File: src/rtl/assert_macros.svh
// assertion helper macros
`ifndef ASSERT_MACROS_SVH
`define ASSERT_MACROS_SVH

// property must hold at every clock edge outside reset
`define ASSERT_ALWAYS(label, clk, rst, prop, msg) \
   label: assert property (@(posedge clk) disable iff (rst) (prop)) else $error(msg);

// antecedent implies consequent in the next cycle
`define ASSERT_NEXT(label, clk, rst, ante, cons, msg) \
   label: assert property (@(posedge clk) disable iff (rst) (ante) |=> (cons)) else $error(msg);

`endif

File: src/rtl/sgst_pkg.sv
// ---------------------------------------------------------------------------
// sgst_pkg
// shared types and constants of the segmented grid slot translator
// ---------------------------------------------------------------------------
package sgst_pkg;

   localparam int MaxRegions = 16;
   localparam int IdxW       = $clog2(MaxRegions);
   localparam int CntW       = $clog2(MaxRegions + 1);
   localparam int SlotW      = 21;
   localparam int SumW       = 25;
   localparam int RecW       = 48;

   typedef enum logic [1:0] {
      OP_UPSERT = 2'd0,
      OP_TO_SLOT = 2'd1,
      OP_TO_POS = 2'd2,
      OP_NONE = 2'd3
   } op_type;

   typedef enum logic [1:0] {
      ST_OK   = 2'd0,
      ST_MISS = 2'd1,
      ST_FULL = 2'd2
   } status_type;

   typedef enum logic [2:0] {
      S_IDLE,
      S_SCAN,
      S_CHECK,
      S_DIV,
      S_DONE
   } state_type;

   function automatic logic [SlotW-1:0] cells_of(input logic [7:0] w, input logic [7:0] h,
                                                 input logic [15:0] c);
      logic [15:0] t;
      begin
         t = 16'(w) * 16'(h);
         if (w == 8'd0 || h == 8'd0) cells_of = '0;
         else if (c != 16'd0 && c < t) cells_of = SlotW'(c);
         else cells_of = SlotW'(t);
      end
   endfunction

endpackage

File: src/rtl/segmented_grid_slot_translator_core.sv
// ---------------------------------------------------------------------------
// segmented_grid_slot_translator_core
// region table in ram, grid position to flat slot and back
// ---------------------------------------------------------------------------
// the table scan walks the region ram one entry a cycle, up to 16 entries;
// reverse mapping uses a bit-serial divider
// one item at a time, the next taken the cycle after its result transfer
// reset clears the region count and control; the ram needs no clearing
module segmented_grid_slot_translator_core (
   input  logic        clock,
   input  logic        reset,
   input  logic        req_tvalid,
   output logic        req_tready,
   // op, region_tag, pos_x, pos_y, slot_in, region_width, region_height, region_cap
   input  logic [95:0] req_tdata,
   output logic        rsp_tvalid,
   input  logic        rsp_tready,
   // status, slot_out, col_out, row_out
   output logic [55:0] rsp_tdata
);
   import sgst_pkg::*;
   `include "assert_macros.svh"

   state_type state_ff, state_in;
   logic [88:0] item_ff;
   logic [CntW-1:0] count_ff, count_in;
   logic [CntW-1:0] i_ff, i_in;
   logic [SumW-1:0] off_ff, off_in;
   logic found_ff, found_in;
   logic [IdxW-1:0] hit_ff, hit_in;
   logic [RecW-1:0] hitrec_ff, hitrec_in;
   logic [SumW-1:0] hitoff_ff, hitoff_in;
   logic rd_ok_ff;
   logic [1:0] st_ff, st_in;
   logic [SlotW-1:0] so_ff, so_in, row_ff, row_in;
   logic [7:0] col_ff, col_in;
   logic out_v_ff, out_v_in;

   logic ram_we;
   logic [IdxW-1:0] ram_addr;
   logic [RecW-1:0] ram_wdata, ram_rdata;

   op_type op;
   logic [15:0] tag, cap;
   logic signed [8:0] px, py;
   logic [SlotW-1:0] slot;
   logic [7:0] wd, ht;
   logic div_start, div_done;
   logic [SlotW-1:0] div_q, div_dd;
   logic [7:0] div_r;
   logic [SumW-1:0] loc, sum, cc;
   logic [16:0] prod;

   assign op   = op_type'(item_ff[1:0]);
   assign tag  = item_ff[17:2];
   assign px   = item_ff[26:18];
   assign py   = item_ff[35:27];
   assign slot = item_ff[56:36];
   assign wd   = item_ff[64:57];
   assign ht   = item_ff[72:65];
   assign cap  = item_ff[88:73];

   sgst_ram #(.Width(RecW), .Depth(MaxRegions)) u_table (
      .clock(clock), .we(ram_we), .addr(ram_addr), .wdata(ram_wdata), .rdata(ram_rdata)
   );

   sgst_div u_div (
      .clock(clock), .reset(reset), .start(div_start), .dividend(div_dd),
      .divisor(hitrec_ff[23:16]), .done(div_done), .quot(div_q), .rem(div_r)
   );

   assign req_tready = state_ff == S_IDLE && !out_v_ff;
   assign rsp_tvalid = out_v_ff;
   assign rsp_tdata  = {4'd0, row_ff, col_ff, so_ff, st_ff};

   assign prod   = 17'(py[7:0]) * 17'(hitrec_ff[23:16]);
   assign loc    = SumW'(prod) + SumW'(px[7:0]);
   assign sum    = hitoff_ff + loc;
   assign cc     = SumW'(cells_of(hitrec_ff[23:16], hitrec_ff[31:24], hitrec_ff[47:32]));
   assign div_dd = SlotW'(SumW'(slot) - hitoff_ff);

   always_comb begin
      state_in = state_ff;
      case (state_ff)
         S_IDLE:  if (req_tvalid && req_tready) state_in = S_SCAN;
         S_SCAN:  if (found_ff || (i_ff == count_ff && !rd_ok_ff)) state_in = S_CHECK;
         S_CHECK: state_in = div_start ? S_DIV : S_DONE;
         S_DIV:   if (div_done) state_in = S_DONE;
         S_DONE:  state_in = S_IDLE;
         default: state_in = S_IDLE;
      endcase
   end

   always_comb begin
      count_in = count_ff;
      i_in = i_ff;
      off_in = off_ff;
      found_in = found_ff;
      hit_in = hit_ff;
      hitrec_in = hitrec_ff;
      hitoff_in = hitoff_ff;
      st_in = st_ff;
      so_in = so_ff;
      col_in = col_ff;
      row_in = row_ff;
      out_v_in = out_v_ff && !rsp_tready;
      ram_we = 1'b0;
      ram_addr = i_ff[IdxW-1:0];
      ram_wdata = {cap, ht, wd, tag};
      div_start = 1'b0;
      case (state_ff)
         S_IDLE: begin
            i_in = '0;
            off_in = '0;
            found_in = 1'b0;
         end
         S_SCAN: begin
            if (rd_ok_ff && !found_ff) begin
               if (ram_rdata[15:0] == tag) begin
                  found_in = 1'b1;
                  hit_in = IdxW'(i_ff - 1'b1);
                  hitrec_in = ram_rdata;
                  hitoff_in = off_ff;
               end else begin
                  off_in = off_ff + SumW'(cells_of(ram_rdata[23:16], ram_rdata[31:24],
                                                   ram_rdata[47:32]));
               end
            end
            if (!found_in && i_ff != count_ff) i_in = i_ff + 1'b1;
         end
         S_CHECK: begin
            st_in = ST_MISS;
            so_in = '0;
            col_in = '0;
            row_in = '0;
            case (op)
               OP_UPSERT: begin
                  if (found_ff) begin
                     ram_we = 1'b1;
                     ram_addr = hit_ff;
                     st_in = ST_OK;
                  end else if (count_ff != CntW'(MaxRegions)) begin
                     ram_we = 1'b1;
                     ram_addr = count_ff[IdxW-1:0];
                     count_in = count_ff + 1'b1;
                     st_in = ST_OK;
                  end else st_in = ST_FULL;
               end
               OP_TO_SLOT: begin
                  if (!px[8] && !py[8] && found_ff && hitrec_ff[23:16] != 8'd0 &&
                      hitrec_ff[31:24] != 8'd0 &&
                      !(hitrec_ff[47:32] != 16'd0 && loc >= SumW'(hitrec_ff[47:32])) &&
                      sum <= SumW'({SlotW{1'b1}})) begin
                     st_in = ST_OK;
                     so_in = SlotW'(sum);
                  end
               end
               OP_TO_POS: begin
                  if (found_ff && SumW'(slot) >= hitoff_ff && hitrec_ff[23:16] != 8'd0 &&
                      !(cc != '0 && SumW'(div_dd) >= cc))
                     div_start = 1'b1;
               end
               default: st_in = ST_MISS;
            endcase
         end
         S_DIV: begin
            if (div_done) begin
               st_in = ST_OK;
               col_in = div_r;
               row_in = div_q;
            end
         end
         S_DONE: out_v_in = 1'b1;
         default: ;
      endcase
   end

   always_ff @(posedge clock) begin
      if (reset) begin
         state_ff <= S_IDLE;
         count_ff <= '0;
         out_v_ff <= 1'b0;
         rd_ok_ff <= 1'b0;
      end else begin
         state_ff <= state_in;
         count_ff <= count_in;
         out_v_ff <= out_v_in;
         rd_ok_ff <= state_ff == S_SCAN && i_ff != count_ff && !found_in;
      end
      if (req_tvalid && req_tready) item_ff <= req_tdata[88:0];
      i_ff <= i_in;
      off_ff <= off_in;
      found_ff <= found_in;
      hit_ff <= hit_in;
      hitrec_ff <= hitrec_in;
      hitoff_ff <= hitoff_in;
      st_ff <= st_in;
      so_ff <= so_in;
      col_ff <= col_in;
      row_ff <= row_in;
   end

   `ASSERT_ALWAYS(a_count_max, clock, reset, count_ff <= CntW'(MaxRegions), "region count overflow")
   `ASSERT_NEXT(a_out_hold, clock, reset, out_v_ff && !rsp_tready, out_v_ff, "result dropped")
   `ASSERT_ALWAYS(a_no_accept_busy, clock, reset, !(req_tready && state_ff != S_IDLE),
                  "ready while busy")
   `ASSERT_ALWAYS(a_ok_fields, clock, reset, !out_v_ff || st_ff == ST_OK ||
                  (so_ff == '0 && col_ff == '0 && row_ff == '0), "payload on failure")
endmodule

File: src/rtl/sgst_ram.sv
// ---------------------------------------------------------------------------
// sgst_ram
// generic single port ram with registered read
// ---------------------------------------------------------------------------
module sgst_ram #(
   parameter int Width = 8,
   parameter int Depth = 16
) (
   input  logic                     clock,
   input  logic                     we,
   input  logic [$clog2(Depth)-1:0] addr,
   input  logic [Width-1:0]         wdata,
   output logic [Width-1:0]         rdata
);
   logic [Width-1:0] mem [Depth];
   always_ff @(posedge clock) begin
      if (we) mem[addr] <= wdata;
      rdata <= mem[addr];
   end
endmodule

File: src/rtl/sgst_div.sv
// ---------------------------------------------------------------------------
// sgst_div
// restoring divider, one quotient bit per cycle
// ---------------------------------------------------------------------------
module sgst_div (
   input  logic                       clock,
   input  logic                       reset,
   input  logic                       start,
   input  logic [sgst_pkg::SlotW-1:0] dividend,
   input  logic [7:0]                 divisor,
   output logic                       done,
   output logic [sgst_pkg::SlotW-1:0] quot,
   output logic [7:0]                 rem
);
   import sgst_pkg::*;
   `include "assert_macros.svh"

   localparam int StepW = $clog2(SlotW + 1);

   logic [SlotW-1:0] q_ff, q_in;
   logic [8:0]       r_ff, r_in;
   logic [7:0]       d_ff, d_in;
   logic [StepW-1:0] n_ff, n_in;
   logic             busy_ff, busy_in;
   logic             done_ff, done_in;
   logic [8:0]       trial;

   always_comb begin
      q_in = q_ff;
      r_in = r_ff;
      d_in = d_ff;
      n_in = n_ff;
      busy_in = busy_ff;
      done_in = 1'b0;
      trial = {r_ff[7:0], q_ff[SlotW-1]};
      if (start) begin
         q_in = dividend;
         r_in = '0;
         d_in = divisor;
         n_in = StepW'(SlotW);
         busy_in = 1'b1;
      end else if (busy_ff) begin
         if (trial >= {1'b0, d_ff}) begin
            r_in = trial - {1'b0, d_ff};
            q_in = {q_ff[SlotW-2:0], 1'b1};
         end else begin
            r_in = trial;
            q_in = {q_ff[SlotW-2:0], 1'b0};
         end
         n_in = n_ff - 1'b1;
         if (n_ff == StepW'(1)) begin
            busy_in = 1'b0;
            done_in = 1'b1;
         end
      end
   end

   always_ff @(posedge clock) begin
      if (reset) begin
         busy_ff <= 1'b0;
         done_ff <= 1'b0;
         n_ff <= '0;
      end else begin
         busy_ff <= busy_in;
         done_ff <= done_in;
         n_ff <= n_in;
      end
      q_ff <= q_in;
      r_ff <= r_in;
      d_ff <= d_in;
   end

   assign done = done_ff;
   assign quot = q_ff;
   assign rem  = r_ff[7:0];

   `ASSERT_NEXT(a_div_busy, clock, reset, start, busy_ff, "divider did not start")
   `ASSERT_ALWAYS(a_div_cnt, clock, reset, !busy_ff || n_ff != '0, "divider count ran out")
endmodule

File: config.mk
export PLATFORM = sky130hd
export DESIGN_NAME = segmented_grid_slot_translator_core
export DESIGN_NICKNAME = d
export VERILOG_FILES = /design/src/rtl/sgst_pkg.sv /design/src/rtl/segmented_grid_slot_translator_core.sv /design/src/rtl/sgst_ram.sv /design/src/rtl/sgst_div.sv
export VERILOG_INCLUDE_DIRS = /design/src /design/src/rtl
export SDC_FILE = /design/constraint.sdc
export NUM_CORES = 2
export LEC_CHECK = 0
export BUFFER_PORTS_ARGS = -buffer_cell sky130_fd_sc_hd__buf_2
export CAP_MARGIN = 10
export CORE_MARGIN = 2
export CORE_UTILIZATION = 23
export DETAILED_ROUTE_END_ITERATION = 16
export HOLD_SLACK_MARGIN = 0.15
export PLACE_DENSITY = 0.45
export SYNTH_ARGS = -nofsm -noshare
export SYNTH_HDL_FRONTEND = slang
export SYNTH_SLANG_ARGS = --single-unit
File: constraint.sdc
create_clock -name clock -period 8.6 [get_ports clock]
set_input_delay 0.43 -clock clock [delete_from_list [all_inputs] [get_ports clock]]
set_output_delay 0.43 -clock clock [all_outputs]
set_load 0.1 [all_outputs]
* After elaboration in Yosys (flattened, before gate mapping)
Memory sizes are Yosys's and may differ from the RTL's. A register that Yosys moved wholly into a read port is not among the register bits.
Cells that the tools add are included.
** Storage, ports and cells
- Register bits :: 303
- Memory bits (writable) :: 768
- Input bits :: 100
- Logic and storage cells :: 173
- Memories kept :: 1
** Memory list
- u_table.mem :: depth 16, bits a word 48, read ports 1, clocked after Yosys merged registers in 1, wr ports 1, RTL line sgst_ram.sv:15 : logic [Width-1:0] mem [Depth];
** Operators by class
- $add $sub $neg :: 9
- $mul :: 3
- Magnitude comparators :: 7
- Equality and inequality tests :: 17
- Multiplexer cells :: 55
- Bitwise logic cells :: 2
- Reduce and logical (&&, ||, !) cells :: 57
** Operators by type and width (count)
- $mux 21 :: 6
- $mux 16 :: 4
- $mux 25 :: 2
- $pmux 25 s2 :: 1
- $mul 8x8->16 :: 3
- $pmux 21 s2 :: 1
- $logic_not 8->1 :: 4
- $lt 16x16->1 :: 2
- $reduce_bool 16->1 :: 2
- $add 25x17->25 :: 1
- $add 25x21->25 :: 1
- $ge 21x25->1 :: 1
- $le 25x21->1 const B :: 1
- $reduce_bool 25->1 :: 1
- $ge 21x21->1 :: 1
- $logic_and 1x1->1 :: 21
- $sub 21x21->21 :: 1
- $mux 1 :: 19
- $add 16x8->17 :: 1
- $ge 17x16->1 :: 1
- $eq 16x16->1 :: 1
- $mux 4 :: 4
- $mux 8 :: 2
- $pmux 8 s2 :: 1
- other kinds (35) :: 68

* Depth between registers and ports, before layout
- Depth after elaboration :: 14
- Gate-level depth with buffers :: 39
- Gate-level depth less buffers :: 37

* By module
A second synthesis with hierarchy kept.
** Unflattened totals
- Cell total of the unflattened synthesis :: 3363
- Area total of the unflattened synthesis :: 51836.0 um^2
** Modules (own cells, without submodules)
- sgst_ram :: times used 1, cells an instance 1243, area each 29736.0 um^2, seq. area each 24023.0 um^2
- segmented_grid_slot_translator_core :: times used 1, cells an instance 1925, area each 19851.5 um^2, seq. area each 7186.9 um^2
- sgst_div :: times used 1, cells an instance 195, area each 2248.4 um^2, seq. area each 1171.1 um^2

* Worst setup path after synthesis
OpenSTA, ideal clock, no wires.
- Path kind :: register -> register
- Start point :: register hitrec_ff[21]
- End point :: register u_div.q_ff[0], in the netlist u_div.quot[0] (enable)
- Setup time :: 0.378 ns
- Arrival time :: 7.609 ns
- Required time :: 8.222 ns
- Slack :: 0.613 ns
- Stages on the path, launching flop included :: 33
- Period minus slack after synthesis :: 7.987 ns
- Cell sequence :: edfxtp_1 > clkbuf_1 > nand2_1 > fa_1 > fa_1 > inv_1 > fa_1 > inv_1 > fa_1 > inv_1 > ha_1 > a21oi_1 > o311ai_2 > and4_1 > o21a_1 > or2_2 > ha_1 > nand4_1 > a21oi_1 > a21o_1 > buf_2 > clkbuf_1 > nand2_1 > o21ai_0 > nand2_1 > ha_1 > a21o_1 > a211oi_1 > o211ai_1 > a21oi_1 > nand4_1 > nor4_2 > or3_1
** On the way
- Cells in the longest elaborated chain, start to end :: 13
- Elaborated cells on any way between the ends :: 18
- Classes of those cells :: mul: 1; order compare: 2; mux: 5; reduce/logical: 10
** Ends and longest elaborated chain
- start: declaration :: RTL line segmented_grid_slot_translator_core.sv:31 : logic [RecW-1:0] hitrec_ff, hitrec_in;
- start signal: assignment :: RTL line segmented_grid_slot_translator_core.sv:195 : hitrec_ff <= hitrec_in;
- $mul 8x8->16 :: RTL line sgst_pkg.sv:39 : t = 16'(w) * 16'(h);
- $lt 16x16->1 :: RTL line sgst_pkg.sv:41 : else if (c != 16'd0 && c < t) cells_of = SlotW'(c);
- $logic_and 1x1->1 :: RTL line sgst_pkg.sv:41
- $mux 16 :: RTL line sgst_pkg.sv:41
- $mux 16 :: RTL line sgst_pkg.sv:40 : if (w == 8'd0 || h == 8'd0) cells_of = '0;
- $ge 21x21->1 or $reduce_bool 25->1 (tied branches) :: RTL line segmented_grid_slot_translator_core.sv:160 : !(cc != '0 && SumW'(div_dd) >= cc))
- $logic_and 1x1->1 :: RTL line segmented_grid_slot_translator_core.sv:160
- $logic_not 1->1 :: RTL line segmented_grid_slot_translator_core.sv:160
- $logic_and 1x1->1 * :: RTL line segmented_grid_slot_translator_core.sv:159 : if (found_ff && SumW'(slot) >= hitoff_ff && hitrec_ff[23:16] != 8'd0 &&
- $mux 1 * :: RTL line segmented_grid_slot_translator_core.sv:159
- $mux 1 * :: RTL line segmented_grid_slot_translator_core.sv:136 : case (op)
- $mux 1 * :: RTL line segmented_grid_slot_translator_core.sv:111 : case (state_ff)
- $reduce_bool 2->1 (no line) *
- end signal: assignment :: RTL line sgst_div.sv:68 : q_ff <= q_in;
- end: declaration :: RTL line sgst_div.sv:20 : logic [SlotW-1:0] q_ff, q_in;
Every way passes the cells marked *; elsewhere a longest branch is shown, timed or not.
A chain may end at the register's enable or synchronous reset.

* Final worst setup path
- Start point :: register hitrec_ff[26]
- End point :: register u_div.q_ff[3], in the netlist u_div.quot[3], data pin
** On the way
- Cells in the longest elaborated chain, start to end :: 13
- Elaborated cells on any way between the ends :: 16
- Classes of those cells :: mul: 1; order compare: 2; mux: 6; reduce/logical: 7
** Ends and longest elaborated chain
- $mul 8x8->16 :: RTL line sgst_pkg.sv:39
- $lt 16x16->1 :: RTL line sgst_pkg.sv:41
- $logic_and 1x1->1 :: RTL line sgst_pkg.sv:41
- $mux 16 :: RTL line sgst_pkg.sv:41
- $mux 16 * :: RTL line sgst_pkg.sv:40
- $ge 21x21->1 or $reduce_bool 25->1 (tied branches) :: RTL line segmented_grid_slot_translator_core.sv:160
- $logic_and 1x1->1 * :: RTL line segmented_grid_slot_translator_core.sv:160
- $logic_not 1->1 * :: RTL line segmented_grid_slot_translator_core.sv:160
- $logic_and 1x1->1 * :: RTL line segmented_grid_slot_translator_core.sv:159
- $mux 1 * :: RTL line segmented_grid_slot_translator_core.sv:159
- $mux 1 * :: RTL line segmented_grid_slot_translator_core.sv:136
- $mux 1 * :: RTL line segmented_grid_slot_translator_core.sv:111
- $mux 21 * :: RTL line sgst_div.sv:36 : if (start) begin
- via u_div.q_in[3] :: RTL line sgst_div.sv:20
Mark *: on every way through the listed nets, which the timed path passes. The rest lies on a longest branch.

==> impl_metrics.json <==
{
  "antenna_found_initial": 8,
  "ant_nets": 0,
  "synthTopCellsByArea": "edfxtp_1, mux2i_1, ha_1",
  "fin_tns_setup_ns": 0,
  "cp-end-kind": "flip-flop",
  "fmax_ghz": 0.122,
  "grt_pass1_vias": 31320,
  "synthArstFlopShare": 0,
  "slew_viol_final": 0,
  "yosysMostFrequentCell": "edfxtp_1",
  "core_area_um2": 235000,
  "syn_to_final_growth_pct": 18.1,
  "routed_wl_um": 141000,
  "final_core_util": 0.274,
  "cp.required_ns": 9.07,
  "hold_viol": 0,
  "slew_headroom": 0.214,
  "port_buffers": 146,
  "numCtsBuffers": 113,
  "setup_violations": 0,
  "die_w_um": 491,
  "cts_max_path_buffers": 3,
  "post_dp_cell_area_um2": 59300,
  "yosysTopAreaCellShare": 0.567,
  "crit_type": "reg -> reg",
  "final_nets": 4598,
  "drive_gt1_frac": 0.126,
  "synth_top_cell_by_area": "edfxtp_1",
  "cts_root_buffer": "clkbuf_16",
  "viasPerCell": 4.21,
  "design_area_um2": 64400,
  "critPathSlowestCell": "fa_1",
  "period_needed_ns": 8.23,
  "first_pass_iters": 7,
  "die-area_um2": 241000,
  "tightest_slew_ns": 1.18,
  "period_share": 0.957,
  "grt_pass1_wl_um": 208000,
  "synth_flop_cell": "edfxtp_1",
  "crit_fanout": 21,
  "avgSynthCellArea_um2": 14.2,
  "ios": 158,
  "grt_usage": 0.114,
  "die_h_um": 491,
  "skew_ns": 0.0485,
  "grt_max_degree": 110,
  "synth_edf_count": 1029,
  "synth_seq_cells": 1103,
  "critPathLaunchType": "flip-flop",
  "wire_per_inst_um": 19.0,
  "cp_slowest_stage_delay_ns": 0.51,
  "holdWs_ns": 0.335,
  "clock_latency_ns": 0.77,
  "vias": 31138,
  "status": "finished clean",
  "globalplace.congestion": 0.832,
  "postSynthCellCount": 3831,
  "syn_area_um2": 54500,
  "nFillCells": 24107,
  "placementRows": 178,
  "htreeDepth": 3,
  "ys_seq_area_frac": 0.594,
  "ys_warn_count": 0,
  "dp_hpwl_um": 88100,
  "initial_core_util": 0.232,
  "clock_sinks": 1103,
  "rsz0062_at_grt": "false",
  "arrival_ns": 8.70,
  "drc_errors": 0,
  "drv_cap": 0,
  "multiInputGateArea_um2": 20500,
  "hp-class": "in -> reg",
  "yosys-top-cells-count": "edfxtp_1, mux2i_1, inv_1, ha_1, nand2_1",
  "clk_pin_slew_ns": 0.06,
  "synthDistinctLibCells": 80,
  "register_area_um2": 32400,
  "cts_tree": "yes",
  "path_common_cell": "fa_1",
  "drt_iter0_drc": 1755,
  "gr-total-overflow": 0
}
[flip-flops by register name (all words and copies together) (netlist names), 25 cells and up]
register       count
u_table.rdata     48
u_table.mem      768
item_ff           89
off_ff            25
hitrec_ff         32
hitoff_ff         25
[cell families after synthesis]
kind of cell | Yosys count | share of synthesized area
xor+xnor | 111 | 0.0178
simple gates | 686 | 0.0671
buf+inv | 425 | 0.0349
mux | 760 | 0.141
fa+ha+maj | 362 | 0.0996
flops | 1103 | 0.594
other cells | 1 | 0.0000688
compound gates | 383 | 0.0463
[routing by layer]
metal  vias up  GRT usage  share of wire
li1      14770          -              -
met1     15696      0.163           0.49
met2       491      0.178           0.45
met3       179     0.0181          0.034
met4         2     0.0279          0.024
met5         -          0       0.000093
[final timing paths]
kind / from / to / slack [ns] / cells after the start
setup / recovery: hitrec_ff[26]$_DFFE_PP_ / u_div.quot[3]$_DFFE_PP_ / 0.37 / 30
hold / removal: req_tvalid / item_ff[82]$_DFFE_PP_ / 0.33 / 2
setup reg to reg: hitrec_ff[26]$_DFFE_PP_ / u_div.quot[3]$_DFFE_PP_ / 0.37 / 30
hold reg to reg: off_ff[6]$_SDFFCE_PN0P_ / hitoff_ff[6]$_DFFE_PP_ / 0.49 / 0
[stage by stage]
step / setup WS (ns) / cells
final: 0.372 / 7392
after global placement: 0.0696 / 7072
after CTS: 0.0919 / 7379
after global routing: 0.00476 / 7387
after detailed placement: 0.0402 / 7072
after floorplan: 0.613 / 3834
[cell usage in the layout, fill, tap and decap left out, types with 23 or more instances in the layout]
| cell | netlist | routed |
|---|---|---|
| a21o_1 | 36 | 35 |
| a21oi_1 | 115 | 109 |
| and2_1 | 125 | 124 |
| and3_1 | 37 | 37 |
| buf_2 | 28 | 146 |
| buf_4 | 35 | 93 |
| clkbuf_16 | 0 | 113 |
| clkinv_2 | 0 | 24 |
| dfxtp_1 | 74 | 71 |
| dlygate4sd3_1 | 0 | 92 |
| edfxtp_1 | 1029 | 1029 |
| fa_1 | 120 | 120 |
| ha_1 | 242 | 242 |
| inv_1 | 274 | 274 |
| mux2i_1 | 745 | 745 |
| nand2_1 | 163 | 163 |
| nand2b_1 | 27 | 27 |
| nand3_1 | 30 | 29 |
| nand4_1 | 26 | 26 |
| nor2_1 | 116 | 104 |
| nor2b_1 | 30 | 30 |
| nor3_1 | 45 | 41 |
| nor4_1 | 24 | 23 |
| o21a_1 | 25 | 24 |
| o21ai_0 | 67 | 65 |
| xnor2_1 | 76 | 74 |
| xor2_1 | 35 | 35 |
[cell type report]
cell class,count,share of cell area
inverter,275,0.0160
clock buffer,145,0.0476
multi-input combinational,2306,0.319
antenna,6,0.000233
tap,3150,0.0612
sequential,1103,0.503
clock inverter,70,0.0152
timing repair buffer,337,0.0380
[worst max-delay path: cells and delay by family (launching register included)]
family                   cells  cell delay, ns
AO/OA/AOI/OAI               11            2.15
flip-flops                   1            0.50
buffers and inverters        4            0.45
multiplexers                 1            0.35
AND/OR/NAND/NOR              7            1.72
adder cells (fa/ha/maj)      7            2.79
[timing repair]
action,4_1_cts,5_1_grt
setup buffers,0,7
pin swaps,0,1
resized for setup,1,21
hold buffers,92,0
setup endpoints to repair,1,39
hold endpoints to repair,102,0
Power is not shown: default switching activity piles up to over one toggle a cycle in this logic, so the estimate is an artifact.
